$ cat config.mk
export PLATFORM = sky130hd
export DESIGN_NAME = led_pulse_animator_core
export DESIGN_NICKNAME = d
export VERILOG_FILES = /design/src/rtl/lpa_pkg.sv /design/src/rtl/lpa_div.sv /design/src/rtl/lpa_dp.sv /design/src/rtl/lpa_ctrl.sv /design/src/rtl/led_pulse_animator_core.sv
export VERILOG_INCLUDE_DIRS = /design/src /design/src/rtl
export SDC_FILE = /design/constraint.sdc
export NUM_CORES = 2
export LEC_CHECK = 0
export BUFFER_PORTS_ARGS = -buffer_cell sky130_fd_sc_hd__buf_2
export CORE_MARGIN = 3
export CORE_UTILIZATION = 35
export DETAILED_ROUTE_END_ITERATION = 10
export SETUP_SLACK_MARGIN = 0.5
export SLEW_MARGIN = 20
export SYNTH_ARGS = -nofsm -noshare
export SYNTH_HDL_FRONTEND = slang
export SYNTH_SLANG_ARGS = --single-unit
$ cat constraint.sdc
create_clock -name aclk -period 10.2 [get_ports aclk]
set_clock_uncertainty 0.1 [all_clocks]
set_input_delay 0.51 -clock aclk [delete_from_list [all_inputs] [get_ports aclk]]
set_output_delay 0.51 -clock aclk [all_outputs]
set_load 0.005 [all_outputs]
$ cat src/rtl/led_pulse_animator_core_defines.svh
// ----------------------------------------------------------------------------
// led_pulse_animator_core_defines
// Assertion macros shared by the LED pulse animator RTL.
// ----------------------------------------------------------------------------
`ifndef LED_PULSE_ANIMATOR_CORE_DEFINES_SVH
`define LED_PULSE_ANIMATOR_CORE_DEFINES_SVH

// Same-cycle implication, checked only while out of reset.
`define LPA_ASSERT_NOW(label, ante, cons, msg) \
    label: assert property (@(posedge aclk) disable iff (!aresetn) (ante) |-> (cons)) \
        else $error(msg);

// Next-cycle implication, checked only while out of reset.
`define LPA_ASSERT_NEXT(label, ante, cons, msg) \
    label: assert property (@(posedge aclk) disable iff (!aresetn) (ante) |=> (cons)) \
        else $error(msg);

`endif

$ cat src/rtl/lpa_pkg.sv
// ----------------------------------------------------------------------------
// lpa_pkg
// Types and constants shared by the LED pulse animator modules.
// ----------------------------------------------------------------------------
package lpa_pkg;

    // Divider sizing: largest numerator is 254 times a 15-bit interval.
    localparam int DIV_NUM_W = 23;
    localparam int DIV_DEN_W = 16;
    localparam int DIV_CNT_W = $clog2(DIV_NUM_W + 1);

    // Configuration port.
    localparam int CFG_IDX_W  = 2;
    localparam int CFG_DATA_W = 16;

    localparam logic [CFG_IDX_W-1:0] CFG_BLINK = 2'd0;
    localparam logic [CFG_IDX_W-1:0] CFG_FRAME = 2'd1;
    localparam logic [CFG_IDX_W-1:0] CFG_COOL  = 2'd2;

    localparam logic [15:0] BLINK_RESET = 16'd2000;
    localparam logic [9:0]  FRAME_RESET = 10'd50;
    localparam logic [14:0] COOL_RESET  = 15'd1000;

    // Event codes.
    localparam logic [1:0] EVT_FIRE = 2'd1;
    localparam logic [1:0] EVT_HIT  = 2'd2;

    // Brightness scale factors.
    localparam int IDLE_SCALE = 40;
    localparam int HIT_SCALE  = 254;
    localparam int FIRE_SCALE = 128;
    localparam logic [7:0] LED_MAX = 8'd255;

    typedef enum logic [1:0] {
        MODE_IDLE = 2'd0,
        MODE_FIRE = 2'd1,
        MODE_HIT  = 2'd2
    } mode_t;

    typedef enum logic [2:0] {
        ST_IDLE,
        ST_EVAL,
        ST_DECIDE,
        ST_DIV,
        ST_WRITE
    } state_t;

    typedef struct packed {
        logic [1:0]         cmd;
        logic [31:0]        now_ms;
        logic               health_is_zero;
        logic signed [15:0] cooldown_left;
    } in_item_t;

    typedef struct packed {
        logic       frame_shown;
        logic [7:0] led0_red;
        logic [7:0] led0_green;
        logic [7:0] led1_green;
        logic [1:0] anim_mode;
    } out_item_t;

    typedef struct packed {
        logic [15:0] blink_interval_ms;
        logic [9:0]  frame_period_ms;
        logic [14:0] cooldown_full;
    } cfg_t;

    typedef struct packed {
        logic load;
        logic eval;
        logic decide;
        logic finish;
        logic emit;
    } ctrl_cmd_t;

    typedef struct packed {
        logic need_div;
        logic div_done;
    } dp_sts_t;

endpackage

$ cat src/rtl/lpa_div.sv
// ----------------------------------------------------------------------------
// lpa_div
// Restoring unsigned divider, one quotient bit per cycle.
// ----------------------------------------------------------------------------
module lpa_div (
    input  logic                                aclk,
    input  logic                                aresetn,
    input  logic                                start,
    input  logic [lpa_pkg::DIV_NUM_W-1:0]       num,
    input  logic [lpa_pkg::DIV_DEN_W-1:0]       den,
    output logic                                done,
    output logic [lpa_pkg::DIV_NUM_W-1:0]       quo
);

    logic                              busy_reg, busy_next;
    logic                              done_reg, done_next;
    logic [lpa_pkg::DIV_CNT_W-1:0]     cnt_reg, cnt_next;
    logic [lpa_pkg::DIV_DEN_W:0]       rem_reg, rem_next;
    logic [lpa_pkg::DIV_NUM_W-1:0]     quo_reg, quo_next;
    logic [lpa_pkg::DIV_DEN_W-1:0]     den_reg, den_next;
    logic [lpa_pkg::DIV_DEN_W:0]       shifted;
    logic                              ge;

    // The quotient register doubles as the numerator shift register.
    always_comb begin
        shifted   = {rem_reg[lpa_pkg::DIV_DEN_W-1:0], quo_reg[lpa_pkg::DIV_NUM_W-1]};
        ge        = shifted >= {1'b0, den_reg};
        busy_next = busy_reg;
        done_next = 1'b0;
        cnt_next  = cnt_reg;
        rem_next  = rem_reg;
        quo_next  = quo_reg;
        den_next  = den_reg;
        if (start) begin
            busy_next = 1'b1;
            cnt_next  = lpa_pkg::DIV_CNT_W'(lpa_pkg::DIV_NUM_W);
            rem_next  = '0;
            quo_next  = num;
            den_next  = den;
        end else if (busy_reg) begin
            rem_next = ge ? (shifted - {1'b0, den_reg}) : shifted;
            quo_next = {quo_reg[lpa_pkg::DIV_NUM_W-2:0], ge};
            cnt_next = cnt_reg - lpa_pkg::DIV_CNT_W'(1);
            if (cnt_reg == lpa_pkg::DIV_CNT_W'(1)) begin
                busy_next = 1'b0;
                done_next = 1'b1;
            end
        end
    end

    always_ff @(posedge aclk) begin
        if (!aresetn) begin
            busy_reg <= 1'b0;
            done_reg <= 1'b0;
            cnt_reg  <= '0;
        end else begin
            busy_reg <= busy_next;
            done_reg <= done_next;
            cnt_reg  <= cnt_next;
        end
    end

    always_ff @(posedge aclk) begin
        rem_reg <= rem_next;
        quo_reg <= quo_next;
        den_reg <= den_next;
    end

    assign done = done_reg;
    assign quo  = quo_reg;

endmodule

$ cat src/rtl/lpa_dp.sv
// ----------------------------------------------------------------------------
// lpa_dp
// Animation state, timing arithmetic, frame decisions and result register.
// ----------------------------------------------------------------------------
module lpa_dp (
    input  logic                  aclk,
    input  logic                  aresetn,
    input  lpa_pkg::ctrl_cmd_t    cmd,
    output lpa_pkg::dp_sts_t      sts,
    input  lpa_pkg::cfg_t         cfg,
    input  lpa_pkg::in_item_t     s_data,
    output lpa_pkg::out_item_t    m_data
);

    lpa_pkg::mode_t      mode_reg, mode_next;
    logic [31:0]         start_reg, start_next;
    logic [31:0]         last_reg, last_next;
    logic [7:0]          red_reg, red_next;
    logic [7:0]          green_reg, green_next;
    logic [7:0]          g1_reg, g1_next;

    lpa_pkg::in_item_t   item_reg;
    logic [31:0]         r_reg, sq_reg;
    logic                render_reg;
    logic                shown_reg, shown_next;
    logic                add1_reg, add1_next;
    lpa_pkg::out_item_t  out_reg;

    logic [14:0]         half_iv;
    logic [15:0]         opnd;
    logic [16:0]         offset;
    logic [16:0]         two_b;
    logic [16:0]         idle_back;
    logic [14:0]         hit_back;
    logic [31:0]         elapsed;
    logic [31:0]         r_calc;
    logic [31:0]         sq_calc;
    logic                need_div;
    logic [lpa_pkg::DIV_NUM_W-1:0] div_num;
    logic [lpa_pkg::DIV_DEN_W-1:0] div_den;
    logic                div_done;
    logic [lpa_pkg::DIV_NUM_W-1:0] quo;
    logic [7:0]          val8;

    // Remaining time of the current animation and its expiry bound.
    always_comb begin
        half_iv = cfg.blink_interval_ms[15:1];
        two_b   = {cfg.blink_interval_ms, 1'b0};
        opnd    = (mode_reg == lpa_pkg::MODE_HIT) ? {1'b0, half_iv} : cfg.blink_interval_ms;
        offset  = (mode_reg == lpa_pkg::MODE_HIT) ? {2'b00, half_iv} : two_b;
        elapsed = item_reg.now_ms - last_reg;
        r_calc  = start_reg + {15'b0, offset} - item_reg.now_ms;
        sq_calc = 32'(opnd) * 32'(opnd);
        idle_back = two_b - r_reg[16:0];
        hit_back  = half_iv - r_reg[14:0];
    end

    always_comb begin
        if (mode_reg == lpa_pkg::MODE_FIRE) begin
            val8 = (quo > lpa_pkg::DIV_NUM_W'(lpa_pkg::LED_MAX)) ? lpa_pkg::LED_MAX : quo[7:0];
        end else begin
            val8 = quo[7:0] + {7'b0, add1_reg};
        end
    end

    always_comb begin
        mode_next  = mode_reg;
        start_next = start_reg;
        last_next  = last_reg;
        red_next   = red_reg;
        green_next = green_reg;
        g1_next    = g1_reg;
        shown_next = shown_reg;
        add1_next  = add1_reg;
        need_div   = 1'b0;
        div_num    = '0;
        div_den    = cfg.blink_interval_ms;

        if (cmd.load) begin
            if (s_data.cmd == lpa_pkg::EVT_FIRE) begin
                start_next = s_data.now_ms;
                mode_next  = lpa_pkg::MODE_FIRE;
            end else if (s_data.cmd == lpa_pkg::EVT_HIT) begin
                start_next = s_data.now_ms;
                mode_next  = lpa_pkg::MODE_HIT;
            end
        end

        if (cmd.eval && (elapsed > {22'b0, cfg.frame_period_ms})) begin
            last_next = item_reg.now_ms;
        end

        if (cmd.decide) begin
            shown_next = 1'b0;
            add1_next  = 1'b0;
            if (render_reg) begin
                case (mode_reg)
                    lpa_pkg::MODE_FIRE: begin
                        if (item_reg.cooldown_left[15] || (item_reg.cooldown_left == '0)) begin
                            g1_next   = '0;
                            mode_next = lpa_pkg::MODE_IDLE;
                        end else begin
                            shown_next = 1'b1;
                            need_div   = 1'b1;
                            div_num    = lpa_pkg::DIV_NUM_W'(item_reg.cooldown_left[14:0])
                                         * lpa_pkg::DIV_NUM_W'(lpa_pkg::FIRE_SCALE);
                            div_den    = (cfg.cooldown_full == '0) ? 16'd1
                                                                   : {1'b0, cfg.cooldown_full};
                        end
                    end
                    lpa_pkg::MODE_IDLE: begin
                        if ((cfg.blink_interval_ms == '0) || (r_reg > sq_reg)) begin
                            start_next = item_reg.now_ms;
                        end else begin
                            shown_next = 1'b1;
                            if (r_reg < {16'b0, cfg.blink_interval_ms}) begin
                                need_div  = 1'b1;
                                add1_next = 1'b1;
                                div_num   = lpa_pkg::DIV_NUM_W'(r_reg[15:0])
                                            * lpa_pkg::DIV_NUM_W'(lpa_pkg::IDLE_SCALE);
                            end else if (r_reg <= {15'b0, two_b}) begin
                                need_div  = 1'b1;
                                add1_next = 1'b1;
                                div_num   = lpa_pkg::DIV_NUM_W'(idle_back[15:0])
                                            * lpa_pkg::DIV_NUM_W'(lpa_pkg::IDLE_SCALE);
                            end else begin
                                red_next   = '0;
                                green_next = '0;
                            end
                        end
                    end
                    lpa_pkg::MODE_HIT: begin
                        if ((half_iv == '0) || ({r_reg, 1'b0} > {1'b0, sq_reg})) begin
                            start_next = item_reg.now_ms;
                            red_next   = '0;
                            green_next = '0;
                            mode_next  = lpa_pkg::MODE_IDLE;
                        end else begin
                            shown_next = 1'b1;
                            green_next = '0;
                            div_den    = {1'b0, half_iv};
                            if ({r_reg, 1'b0} < {18'b0, half_iv}) begin
                                need_div  = 1'b1;
                                add1_next = 1'b1;
                                div_num   = lpa_pkg::DIV_NUM_W'(r_reg[14:0])
                                            * lpa_pkg::DIV_NUM_W'(lpa_pkg::HIT_SCALE);
                            end else if (r_reg < {17'b0, half_iv}) begin
                                need_div = 1'b1;
                                div_num  = lpa_pkg::DIV_NUM_W'(hit_back)
                                           * lpa_pkg::DIV_NUM_W'(lpa_pkg::HIT_SCALE);
                            end else begin
                                red_next = '0;
                            end
                        end
                    end
                    default: begin
                    end
                endcase
            end
        end

        if (cmd.finish) begin
            case (mode_reg)
                lpa_pkg::MODE_FIRE: begin
                    g1_next = val8;
                end
                lpa_pkg::MODE_IDLE: begin
                    red_next   = item_reg.health_is_zero ? val8 : 8'd0;
                    green_next = item_reg.health_is_zero ? 8'd0 : val8;
                end
                lpa_pkg::MODE_HIT: begin
                    red_next = val8;
                end
                default: begin
                end
            endcase
        end
    end

    always_ff @(posedge aclk) begin
        if (!aresetn) begin
            mode_reg  <= lpa_pkg::MODE_IDLE;
            start_reg <= '0;
            last_reg  <= '0;
            red_reg   <= '0;
            green_reg <= '0;
            g1_reg    <= '0;
        end else begin
            mode_reg  <= mode_next;
            start_reg <= start_next;
            last_reg  <= last_next;
            red_reg   <= red_next;
            green_reg <= green_next;
            g1_reg    <= g1_next;
        end
    end

    always_ff @(posedge aclk) begin
        shown_reg <= shown_next;
        add1_reg  <= add1_next;
        if (cmd.load) begin
            item_reg <= s_data;
        end
        if (cmd.eval) begin
            render_reg <= elapsed > {22'b0, cfg.frame_period_ms};
            r_reg      <= r_calc;
            sq_reg     <= sq_calc;
        end
        if (cmd.emit) begin
            out_reg.frame_shown <= shown_reg;
            out_reg.led0_red    <= red_reg;
            out_reg.led0_green  <= green_reg;
            out_reg.led1_green  <= g1_reg;
            out_reg.anim_mode   <= mode_reg;
        end
    end

    lpa_div u_div (
        .aclk    (aclk),
        .aresetn (aresetn),
        .start   (cmd.decide && need_div),
        .num     (div_num),
        .den     (div_den),
        .done    (div_done),
        .quo     (quo)
    );

    assign sts.need_div = need_div;
    assign sts.div_done = div_done;
    assign m_data       = out_reg;

endmodule

$ cat src/rtl/lpa_ctrl.sv
// ----------------------------------------------------------------------------
// lpa_ctrl
// Sequencer for one request: evaluate, decide, divide if needed, hand off.
// ----------------------------------------------------------------------------
module lpa_ctrl (
    input  logic                  aclk,
    input  logic                  aresetn,
    input  logic                  s_valid,
    output logic                  s_ready,
    output logic                  m_valid,
    input  logic                  m_ready,
    input  lpa_pkg::dp_sts_t      sts,
    output lpa_pkg::ctrl_cmd_t    cmd
);

    lpa_pkg::state_t state_reg, state_next;
    logic            m_valid_reg, m_valid_next;
    logic            slot_free;

    assign slot_free = !m_valid_reg || m_ready;

    always_comb begin
        state_next = state_reg;
        case (state_reg)
            lpa_pkg::ST_IDLE: begin
                if (s_valid) begin
                    state_next = lpa_pkg::ST_EVAL;
                end
            end
            lpa_pkg::ST_EVAL: begin
                state_next = lpa_pkg::ST_DECIDE;
            end
            lpa_pkg::ST_DECIDE: begin
                state_next = sts.need_div ? lpa_pkg::ST_DIV : lpa_pkg::ST_WRITE;
            end
            lpa_pkg::ST_DIV: begin
                if (sts.div_done) begin
                    state_next = lpa_pkg::ST_WRITE;
                end
            end
            lpa_pkg::ST_WRITE: begin
                if (slot_free) begin
                    state_next = lpa_pkg::ST_IDLE;
                end
            end
            default: begin
                state_next = lpa_pkg::ST_IDLE;
            end
        endcase
    end

    always_comb begin
        s_ready    = (state_reg == lpa_pkg::ST_IDLE);
        cmd.load   = (state_reg == lpa_pkg::ST_IDLE) && s_valid;
        cmd.eval   = (state_reg == lpa_pkg::ST_EVAL);
        cmd.decide = (state_reg == lpa_pkg::ST_DECIDE);
        cmd.finish = (state_reg == lpa_pkg::ST_DIV) && sts.div_done;
        cmd.emit   = (state_reg == lpa_pkg::ST_WRITE) && slot_free;
        if (cmd.emit) begin
            m_valid_next = 1'b1;
        end else if (m_ready) begin
            m_valid_next = 1'b0;
        end else begin
            m_valid_next = m_valid_reg;
        end
    end

    always_ff @(posedge aclk) begin
        if (!aresetn) begin
            state_reg   <= lpa_pkg::ST_IDLE;
            m_valid_reg <= 1'b0;
        end else begin
            state_reg   <= state_next;
            m_valid_reg <= m_valid_next;
        end
    end

    assign m_valid = m_valid_reg;

endmodule

$ cat src/rtl/led_pulse_animator_core.sv
// ----------------------------------------------------------------------------
// led_pulse_animator_core
// Game-event LED animator: idle breathing, hit flash and fire cooldown glow.
// ----------------------------------------------------------------------------
// Each request on the s_ channel carries an event code, a millisecond
// timestamp, the zero-health flag and the remaining weapon cooldown. Every
// request yields exactly one result on the m_ channel: the LED channel
// values after the request, the animation mode and whether a frame was shown.
// m_valid rises once the request has passed the EVAL, DECIDE and WRITE
// states when no brightness is computed, with the DIV state between DECIDE
// and WRITE when one is; there the 23-bit restoring divider yields one
// quotient bit per cycle. One request is in work at a time and s_ready
// returns in the cycle the result is loaded. The result sits in an output
// register: a new request is taken while it waits, and the block only holds
// in its final step if the receiver has not yet taken the previous result.
// Configuration writes through cfg_we, cfg_idx and cfg_wdata take effect at
// once; the user must make them only while idle, which the block does not
// enforce. Reset restores the default intervals, idle mode, all LEDs dark
// and the animation and frame times at zero.
// ----------------------------------------------------------------------------
`include "led_pulse_animator_core_defines.svh"

module led_pulse_animator_core (
    input  logic                               aclk,
    input  logic                               aresetn,
    input  logic                               s_valid,
    output logic                               s_ready,
    input  lpa_pkg::in_item_t                  s_data,
    output logic                               m_valid,
    input  logic                               m_ready,
    output lpa_pkg::out_item_t                 m_data,
    input  logic                               cfg_we,
    input  logic [lpa_pkg::CFG_IDX_W-1:0]      cfg_idx,
    input  logic [lpa_pkg::CFG_DATA_W-1:0]     cfg_wdata
);

    lpa_pkg::cfg_t       cfg_reg, cfg_next;
    lpa_pkg::ctrl_cmd_t  cmd;
    lpa_pkg::dp_sts_t    sts;

    always_comb begin
        cfg_next = cfg_reg;
        if (cfg_we) begin
            case (cfg_idx)
                lpa_pkg::CFG_BLINK: cfg_next.blink_interval_ms = cfg_wdata;
                lpa_pkg::CFG_FRAME: cfg_next.frame_period_ms   = cfg_wdata[9:0];
                lpa_pkg::CFG_COOL:  cfg_next.cooldown_full     = cfg_wdata[14:0];
                default: begin
                end
            endcase
        end
    end

    always_ff @(posedge aclk) begin
        if (!aresetn) begin
            cfg_reg.blink_interval_ms <= lpa_pkg::BLINK_RESET;
            cfg_reg.frame_period_ms   <= lpa_pkg::FRAME_RESET;
            cfg_reg.cooldown_full     <= lpa_pkg::COOL_RESET;
        end else begin
            cfg_reg <= cfg_next;
        end
    end

    lpa_ctrl u_ctrl (
        .aclk    (aclk),
        .aresetn (aresetn),
        .s_valid (s_valid),
        .s_ready (s_ready),
        .m_valid (m_valid),
        .m_ready (m_ready),
        .sts     (sts),
        .cmd     (cmd)
    );

    lpa_dp u_dp (
        .aclk    (aclk),
        .aresetn (aresetn),
        .cmd     (cmd),
        .sts     (sts),
        .cfg     (cfg_reg),
        .s_data  (s_data),
        .m_data  (m_data)
    );

    // Only one request is in work: acceptance always drops s_ready.
    `LPA_ASSERT_NEXT(a_one_in_work, s_valid && s_ready, !s_ready, "request accepted while busy")

    // A shown hit frame drives red only, and never beyond its peak.
    `LPA_ASSERT_NOW(a_hit_red_only, m_valid && m_data.frame_shown && (m_data.anim_mode == lpa_pkg::MODE_HIT), (m_data.led0_green == 8'd0) && (m_data.led0_red <= 8'd127), "hit frame out of range")

    // In idle the first LED is lit in one color at most.
    `LPA_ASSERT_NOW(a_idle_one_color, m_valid && (m_data.anim_mode == lpa_pkg::MODE_IDLE), (m_data.led0_red == 8'd0) || (m_data.led0_green == 8'd0), "idle LED lit in two colors")

endmodule
# Yosys cells after proc, flatten, opt, wreduce, memory -nomap -nowiden
# Cells that the tools add are included.
[totals]
reg_bits = 340
[classes]
addsub = 8
mul = 5
order_cmp = 9
eq_ne = 14
muxes = 95
bitwise = 2
n_reduce_logical = 25
[ops]
columns = ["op", "count"]
rows = [
  ["32-bit two-way mux", 7],
  ["8-bit two-way mux", 26],
  ["23-bit two-way mux", 9],
  ["16-bit two-way mux", 6],
  ["23-bit case mux with 3 select lines", 1],
  ["32-bit case mux with 2 select lines", 1],
  ["32-bit subtractor", 2],
  ["8-bit case mux with 2 select lines", 3],
  ["15-bit by 7-bit multiplier with 22-bit output (second input constant)", 2],
  ["22-bit two-way mux", 2],
  ["16-bit by 3-bit multiplier with 19-bit output (second input constant)", 2],
  ["33-bit by 32-bit greater-than comparator with 1-bit output", 1],
  ["33-bit by 15-bit less-than comparator with 1-bit output", 1],
  ["32-bit by 17-bit adder with 32-bit output", 1],
  ["32-bit by 10-bit greater-than comparator with 1-bit output", 1],
  ["32-bit greater-than comparator", 1],
  ["32-bit by 17-bit <= comparator with 1-bit output", 1],
  ["16-bit zero test", 2],
  ["32-bit by 15-bit less-than comparator with 1-bit output", 1],
  ["32-bit by 16-bit less-than comparator with 1-bit output", 1],
  ["16-bit by 16-bit multiplier with 32-bit output", 1],
  ["16-bit case mux with 2 select lines", 1],
  ["16-bit subtractor", 2],
  ["15-bit zero test", 2],
  ["other kinds (34)", 81],
]

# Logic depth before layout (Yosys ltp)
[logic_depth]
depth_word = 9
depth_mapped = 33
depth_no_buf = 30

# By module
# From an unflattened synthesis, not the netlist that was laid out.
[hier_totals]
cells_unflattened = 4012
hier_area_um2 = 36815.3
[by_module_without_submodules]
columns = ["module", "instances", "cells_per_inst", "area_per_inst_um2"]
rows = [
  ["lpa_dp", 1, 3474, 31395.1],
  ["lpa_div", 1, 340, 3497.1],
  ["led_pulse_animator_core", 1, 165, 1649.1],
  ["lpa_ctrl", 1, 33, 274.0],
]

# Worst setup path after synthesis
# No wires, ideal clock.
[synth_path]
path_kind = "register to register"
from = "reg u_dp.mode_reg[0]"
to = "reg u_dp.sq_reg[30] (data pin)"
arrival_time_ps = 7233
t_required_ps = 9905
slack_ps = 2672
stages_incl_launch_ff = 33
path_buffers = 3
synth_period_minus_slack_ps = 7528
cell_sequence = "dfxtp_1 -> inv_1 -> ha_1 -> clkbuf_1 -> clkinv_1 -> clkbuf_1 -> nand2_1 -> and2_1 -> clkbuf_1 -> clkinv_1 -> nand2_1 -> inv_1 -> fa_1 -> ha_1 -> inv_1 -> fa_1 -> inv_1 -> fa_1 -> inv_1 -> fa_1 -> inv_1 -> fa_1 -> ha_1 -> a21o_1 -> a21o_1 -> a21oi_1 -> nand2_1 -> a31o_2 -> nand4_1 -> a31oi_1 -> o31ai_1 -> or4b_1 -> o311ai_0"
[synth_between]
elab_chain_len = 3
[synth_rtl]
columns = ["item", "line", "text"]
rows = [
  ["start, declared", "lpa_dp.sv:15", "lpa_pkg::mode_t mode_reg, mode_next;"],
  ["start signal, assigned", "lpa_dp.sv:182", "mode_reg <= lpa_pkg::MODE_IDLE;"],
  ["start signal, assigned", "lpa_dp.sv:189", "mode_reg <= mode_next;"],
  ["2-bit == test", "lpa_dp.sv:49", "opnd = (mode_reg == lpa_pkg::MODE_HIT) ? {1'b0, half_iv} : cfg.blink_interval_ms;"],
  ["16-bit two-way mux", "lpa_dp.sv:49", ""],
  ["16-bit by 16-bit multiplier with 32-bit output", "lpa_dp.sv:53", "sq_calc = 32'(opnd) * 32'(opnd);"],
  ["via u_dp.sq_calc[30]", "lpa_dp.sv:37", "logic [31:0] sq_calc;"],
  ["end signal, assigned", "lpa_dp.sv:207", "sq_reg <= sq_calc;"],
  ["end, declared", "lpa_dp.sv:23", "logic [31:0] r_reg, sq_reg;"],
]
# The timed path passes the listed nets, and every way through them passes these cells.
# A chain may end at the register's enable or synchronous reset.

# Worst setup path after layout
# Same ends and word-level chain as after synthesis.

==> impl_results.md <==
- Status: completed
- R2R Path Start: u_dp.mode_reg[0]
- Mean Syn Cell Area: roughly 9 um2
- Routed wire per std cell: 18.9 um
- Final GP Congestion: between 0.9 and 1
- Hold Vio Cnt, Final: 0
- Sequential area share after synthesis: approximately a quarter
- Total Wirelength: ~110000 um
- DR iter-0 viols: between 2000 and 2500
- Post-Place Cells: roughly 5500
- Starting density of the core: between 30% and 40%
- Post-Place Setup Slack: 1.87 ns
- Clock Latency Late Sink: 0.61 ns
- DP HPWL: roughly 85000 um
- Reg-to-Reg End: u_dp.sq_reg[30]
- Setup TNS: 0 ns
- Post-synth EDFFs: between 150 and 200
- Clock sinks: roughly 340
- GR Util All Layers: a little under 20%
- TritonCTS clock tree: yes
- Hold Crit Class: in2reg
- Hold path start: s_data[12]
- Finished Layout Cells: between 5000 and 6000
- Critical Path RT: between 10 and 15 ns
- Final period demand of the worst path: between 8 and 9 ns
- DRT antenna net count: 0
- Final setup violation count: 0
- Worst Path Arrival: roughly 8.6 ns
- Post-cts resize count: 0
- Remaining global-route overflow: 0
- Max reg flops: 49
- Worst Setup Start Kind: register
- Pin count of the biggest net entering global routing: about 110
- Critical Path End: u_dp.sq_reg[30]
- Synth warnings: 0
- Final #Nets: approximately 5000
- Vias in the first global route: just under 30000
- Port bufs: just over 100
- Core area: 104000 um2
- Clock buffer count from CTS: between 40 and 50
- #FFs+latches synth: 339
- First-pass GRT wire length: between 150000 and 200000 um
- Initial antenna violation count: 6
- Drt via density: roughly 5.3
- Reg2reg path depth: 26
- Max Fclk: approximately 120 MHz
- Residual DRC count: 0
- Leak Pwr: between 0.015 and 0.02 uW
- Worst R2R Setup Slack: between 1.5 and 2 ns
- Area grow syn2layout: 10.1%
- Cell Rows: around 120
- VDD IR max: ~0.0011 V
- Asr flop ratio synth: 0%
- Worst hold margin: 0.0245 ns
- Clock buffer depth: 3
- Drt pass-1 iters: 9
- Synthesized area: about 37000 um2
- Final Max Tran Viols: 0
- Share of post-route cells with drive strength above 1: 5.86%
- Design Power: 15100 uW
- Chip Height: approximately 330 um
- Rel. slew slack: 32.1%
- RSZ-0062 raised after global routing: false
- CTS clk-pin slew, worst paths: around 0.060 ns
- Type of the worst setup path: reg2reg
- Max H-tree Level: 2
- Nature of the critical path endpoint: register
- Fin crit share: 81.7%
- Worst setup margin: approximately 1.9 ns
- Netlist cell types: 96
- MaxCap Viol Count: 0
- Most used cell along the critical path: fa_1
- Die W: 330 um
- Area of the die: 109000 um2
- Crit path launch: u_dp.mode_reg[0]
- Ys flop type: edfxtp_1
- Worst Max-Slew Pin Slew: 1.02 ns
- Post-Syn Nets: ~5000
- # IOs: around 100
- Worst-path fanout max: 18
- CTS root buf: clkbuf_16
- Pwr/cell area: 373 nW/um2
- Slowest stage cell, crit path: fa_1
- Mapped Cells: slightly above 4000
- Crit path largest cell delay: roughly 0.55 ns
- Total number of vias: 30100
## per-stage QoR
step / util (%) / area (um2)
floorplan: - / 36800
detailed placement: 37.4 / 38800
global route: 39.0 / 40600
CTS: 39.0 / 40600
finish: 39.0 / 40600
global placement: 37.4 / 38800
## logic make-up (layout without fill, tap and decap cells)
family / count (synthesis) / in the layout / synth area share (%)
buffers and inverters: 650 / 774 / 7.02
DFF: 339 / 339 / 23.3
muxes: 55 / 55 / 1.52
xor gates and xnor gates: 205 / 205 / 4.87
adders and majority gates: 774 / 774 / 31.8
other: 0 / 4 / 0
and+or+nand+nor: 1193 / 1193 / 15.1
AOI/OAI and AO/OA: 929 / 929 / 16.4
## repair_timing
action,CTS,global route
buffers inserted,0,0
hold buffers,29,0
hold endpoints to repair,29,0
## Yosys cell counts (10+ instances only)
cell	instances	area share, %
a211o_1	11	0.26
nor3b_1	13	0.26
nor3_1	69	0.94
nand4_1	34	0.58
a2111oi_0	10	0.24
a22oi_1	32	0.65
mux2i_1	48	1.3
a31oi_1	27	0.46
nand2b_1	22	0.37
fa_1	270	15
o21ai_0	147	2.0
nand2_1	504	5.1
ha_1	503	17
and3_1	32	0.54
clkbuf_1	96	0.98
dfxtp_1	158	8.6
a21boi_0	46	0.94
inv_1	517	5.3
nor2b_1	80	1.4
o31ai_1	13	0.26
nor2_1	233	2.4
or2_2	13	0.22
a211oi_1	42	0.86
o21ai_1	16	0.22
o211ai_1	37	0.75
edfxtp_1	181	15
xor2_1	70	1.7
a22o_1	16	0.38
o21a_1	36	0.73
nor4_1	31	0.53
xnor2_1	135	3.2
a21o_1	79	1.6
or3_1	14	0.24
a21oi_1	291	4.0
nand3_1	76	1.0
and2_1	30	0.51
o21bai_1	25	0.51
## worst min path at each step
| stage | endpoint | slack, ns | depth (start not counted) |
|---|---|---|---|
| finish | u_dp.item_reg[12] | 0.02 | 1 |
| global route | u_dp.item_reg[13] | 0.004 | 1 |
| CTS | u_dp.item_reg[12] | 0.002 | 1 |
| detailed placement | u_dp.m_data[9] | 0.32 | 0 |
| global placement | u_dp.m_data[3] | 0.32 | 0 |
| floorplan | u_dp.m_data[26] | 0.30 | 0 |
## metal layers
layer	wire, um	GRT usage [%]
met5	28	0
met4	2960	4.92
met3	6340	2.66
met2	49000	31.8
met1	48600	26.9
## critical path: cells and delay by family (launching register included)
family	cells	cell delay, ns
simple gates	6	1.62
compound gates	6	1.29
flops	1	0.35
fa+ha+maj	8	3.62
buf+inv	6	1.13
## power breakdown
part	switching [uW]	total, uW	internal (uW)
Clock	646	1590	945
Sequential	81.4	1740	1650
Combinational	6870	11800	4920
## area by class of cell
| class | instances | area, um2 |
|---|---|---|
| Antenna cell | 4 | 10.0 |
| Clock buffer | 61 | 1190 |
| Clock inverter | 15 | 244 |
| Fill cell | 10500 | 63400 |
| Inverter | 526 | 1970 |
| Multi-Input combinational cell | 3156 | 25700 |
| Sequential cell | 339 | 8600 |
| Tap cell | 1380 | 1730 |
| Timing Repair Buffer | 172 | 1110 |
## placed cells by master, fill, tap and decap left out, types with 36 or more instances in the layout
master	instances
o21ai_0	147
nand2_1	504
buf_4	42
mux2i_1	48
edfxtp_1	181
xnor2_1	135
a21boi_0	46
clkbuf_16	42
a21o_1	79
o211ai_1	37
o21a_1	36
fa_1	270
nor2b_1	79
nand3_1	76
xor2_1	70
dfxtp_1	158
buf_2	101
nor2_1	233
a21oi_1	291
ha_1	503
inv_1	517
a211oi_1	42
nor3_1	67
Note: power is estimated with default switching activity, not from simulation.
